<file path="src/design/clws_ram.sv">
`default_nettype none
// ----------------------------------------------------------------------------
// clws_ram
// generic simple dual-port ram with registered read
// ----------------------------------------------------------------------------
module clws_ram #(
  parameter int unsigned WIDTH = 4,
  parameter int unsigned DEPTH = 10
) (
  input  wire logic                     clk,
  input  wire logic                     we,
  input  wire logic [$clog2(DEPTH)-1:0] waddr,
  input  wire logic [WIDTH-1:0]         wdata,
  input  wire logic [$clog2(DEPTH)-1:0] raddr,
  output logic      [WIDTH-1:0]         rdata
);

  logic [WIDTH-1:0] mem [DEPTH];

  always_ff @(posedge clk) begin
    if (we) mem[waddr] <= wdata;
    rdata <= mem[raddr];
  end

endmodule
`default_nettype wire

</file>
<file path="config.mk">
export PLATFORM = sky130hd
export DESIGN_NAME = clws_ram
export DESIGN_NICKNAME = d
export VERILOG_FILES = /design/src/design/clws_ram.sv
export SDC_FILE = /design/constraint.sdc
export NUM_CORES = 1
export LEC_CHECK = 0
export ABC_AREA = 1
export BUFFER_PORTS_ARGS = -buffer_cell sky130_fd_sc_hd__buf_2
export CAP_MARGIN = 20
export CORE_UTILIZATION = 40
export CTS_CLUSTER_DIAMETER = 200
export DETAILED_ROUTE_END_ITERATION = 16
export MAX_ROUTING_LAYER = met4
export PLACE_DENSITY_LB_ADDON = 0.12
export RECOVER_POWER = 100
export SYNTH_ARGS = -nofsm -noshare
export SYNTH_HDL_FRONTEND = slang
export SYNTH_SLANG_ARGS = --single-unit
export TNS_END_PERCENT = 1
</file>
<file path="constraint.sdc">
create_clock -name clk -period 2 [get_ports clk]
set_input_delay 0.4 -clock clk [delete_from_list [all_inputs] [get_ports clk]]
set_output_delay 0.4 -clock clk [all_outputs]
set_load 0.02 [all_outputs]
</file>
==> reports/qor.txt <==
IO buf count -> 17
Post-synth top cells -> nand2_1, edfxtp_1, inv_1
Synthesized Nets -> 192
DRT Pass-1 Iters -> 4
DRC violations left -> 0
DRT met1 WL -> 1.70 mm
vias per std cell -> 4.83
Final Max Tran Viols -> 0
achievable frequency -> 783 MHz
num rows -> 24
grt total ovfl -> 0
Worst setup EP type -> flop
Die Ht -> 69.9 um
FFs w/ async S/R, synth -> 0%
Total GRT Usage -> 17.8%
net load switching power -> 0.000399 W
CTS Buffer Depth -> 2
clk sinks -> 44
CTS tree -> built
clock slew seen by the registers of the worst setup and hold paths -> 0.09 ns
CTS H-Tree Depth -> 2
Mapped Avg Cell Area -> 10.3 sq um
worst-skew pair later-pin latency -> 0.30 ns
WL/cell -> 14.7 um
Core Box Area -> 4380 sq um
GPL Wtd Cong -> 0.796
antenna cell count -> 0
Post-synth EDFFs -> 40
Clock Root Buffer -> clkbuf_8
top cell type's share of synthesized area -> 65.2%
Detailed Place HPWL -> 2.67 mm
top cells by area, synth -> edfxtp_1, nand2_1, nand3_1
Num CTS Buffers -> 5
Reg2Reg Setup Slack -> 1.05 ns
Power, Total -> 0.00183 W
CP Data Required Time -> 2.20 ns
sequential share of power -> 56.3%
Sw Ratio -> 21.8%
cells after synthesis -> 178
post-cts resize count -> 0
Seq/Total Area, Yosys -> 69.6%
max_cap viols -> 0
fin util -> 47.1%
Highest Signal Layer -> met4
startpoint types -> input pin
RSZ-0062 raised after global routing -> no
antenna-violating nets left -> 0
synth unique cells -> 12
DRT Wirelength -> 3.68 mm
initial antenna violation count -> 0
Worst Hold Class -> input pin to flop
Hold Buf Count CTS -> 0
Max FO, Critical Path -> 20
FILL cells -> 409
initial core utilization -> 42.0%
via count -> 1212
Synth Flop Type -> edfxtp_1
Setup Fix Bufs, Post-CTS -> 0
cell-internal power -> 0.00143 W
total power per unit cell area -> 888 nW/um^2
Die Wd -> 69.9 um
vias in the first global route -> 1230
period utilization -> 63.8%
P_leak -> 0.868 nW
nets@finish -> 212
Synth area leader -> edfxtp_1
Ports -> 18
Synth Warn # -> 0
share of cells above drive strength 1 -> 9.05%
outcome -> finished clean
most common cell in the netlist -> nand2_1
final hold violations -> 0
Synth-to-Final Area Change -> 12.0%
final setup TNS -> 0 ns
die area -> 4880 sq um
met3 WL post-DR -> 205 um
clock skew -> 0.00912 ns
first-pass GRT wire length -> 6.20 mm
initial drt markers -> 105
synthesized flop and latch total -> 44
Setup CP Type -> input pin to flop
routed wl met2 -> 1.76 mm
Critical Path AT -> 1.47 ns
Gate power share -> 6.9%
relative slew slack -> 62.8%
Least-Margin Pin Slew -> 0.557 ns
mapped cell area -> 1840 sq um
Clk pwr share -> 36.7%
Final Critical Period -> 1.28 ns
Final Setup Violations -> 0
worst vdd ir -> 0.000413 V
largest net degree at the start of global routing -> 21
[cell families (layout without fill, tap and decap cells)]
kind of cell	after synthesis	count (layout)	share of synthesized area, %
AND/OR/NAND/NOR	94	94	21.1
flip-flops	44	44	69.6
buffers and inverters	36	57	8.29
AO/OA/AOI/OAI	4	4	1.09
[stage by stage]
stage	setup slack (ns)	instances	cell area, sq um	hold WS, ns
2_1_floorplan	0.856	178	1840	0.435
3_3_place_gp	0.602	243	1960	0.466
3_5_place_dp	0.585	243	1960	0.476
4_1_cts	0.818	251	2070	0.463
5_1_grt	0.558	251	2060	0.491
6_report	0.723	251	2060	0.477
[registers in the layout (all words and copies together), names as in the netlist]
name / flops
mem: 40
rdata: 4
[metal layers]
layer  GRT usage, %  up-vias
li1               -      607
met1           23.6      564
met2           26.7       39
met3           4.76        2
met4           5.78        0
met5              -        -
[power by group through the flow]
| stage | sequential, W | combinational [W] | clock [W] |
|---|---|---|---|
| 2_1_floorplan | 0.00106 | 0.0000693 | 0 |
| 3_3_place_gp | 0.00105 | 0.000133 | 0 |
| 3_5_place_dp | 0.00105 | 0.000133 | 0 |
| 4_1_cts | 0.00103 | 0.000133 | 0.000680 |
| 5_1_grt | 0.00103 | 0.000146 | 0.000718 |
| 6_report | 0.00103 | 0.000127 | 0.000673 |
[layout by cell type (no fill, tap or decap), types with 4 or more instances in the layout]
cell type	count
buf_2	8
clkbuf_1	9
clkbuf_8	5
dfxtp_1	4
edfxtp_1	40
inv_1	30
nand2_1	49
nand3_1	25
nor2_1	19
o21ai_0	4
[worst paths after layout]
| kind | start | endpoint | cells past startpoint |
|---|---|---|---|
| max | raddr[0] | rdata[1]$_DFF_P_ | 7 |
| min | raddr[2] | rdata[3]$_DFF_P_ | 4 |
| max reg2reg | mem[2][1]$_DFFE_PP_ | rdata[1]$_DFF_P_ | 6 |
| min reg2reg | mem[9][3]$_DFFE_PP_ | rdata[3]$_DFF_P_ | 2 |
[cell type report]
| class | instances | area [sq um] | share of cell area, % |
|---|---|---|---|
| clock buffers | 5 | 68.8 | 3.34 |
| clock inverters | 3 | 42.5 | 2.06 |
| inverters | 31 | 116 | 5.64 |
| multi-input cells | 98 | 408 | 19.8 |
| flip-flops and latches | 44 | 1280 | 62.1 |
| well taps | 52 | 65.1 | 3.15 |
| repair buffers | 18 | 81.3 | 3.94 |
[worst max-delay path: stages]
cell	delay, ns
buf_2	0.16
inv_1	0.44
nand2_1	0.12
nand3_1	0.13
nand3_1	0.09
nand3_1	0.08
nand2_1	0.05
Power figures use the tool's default switching activity.
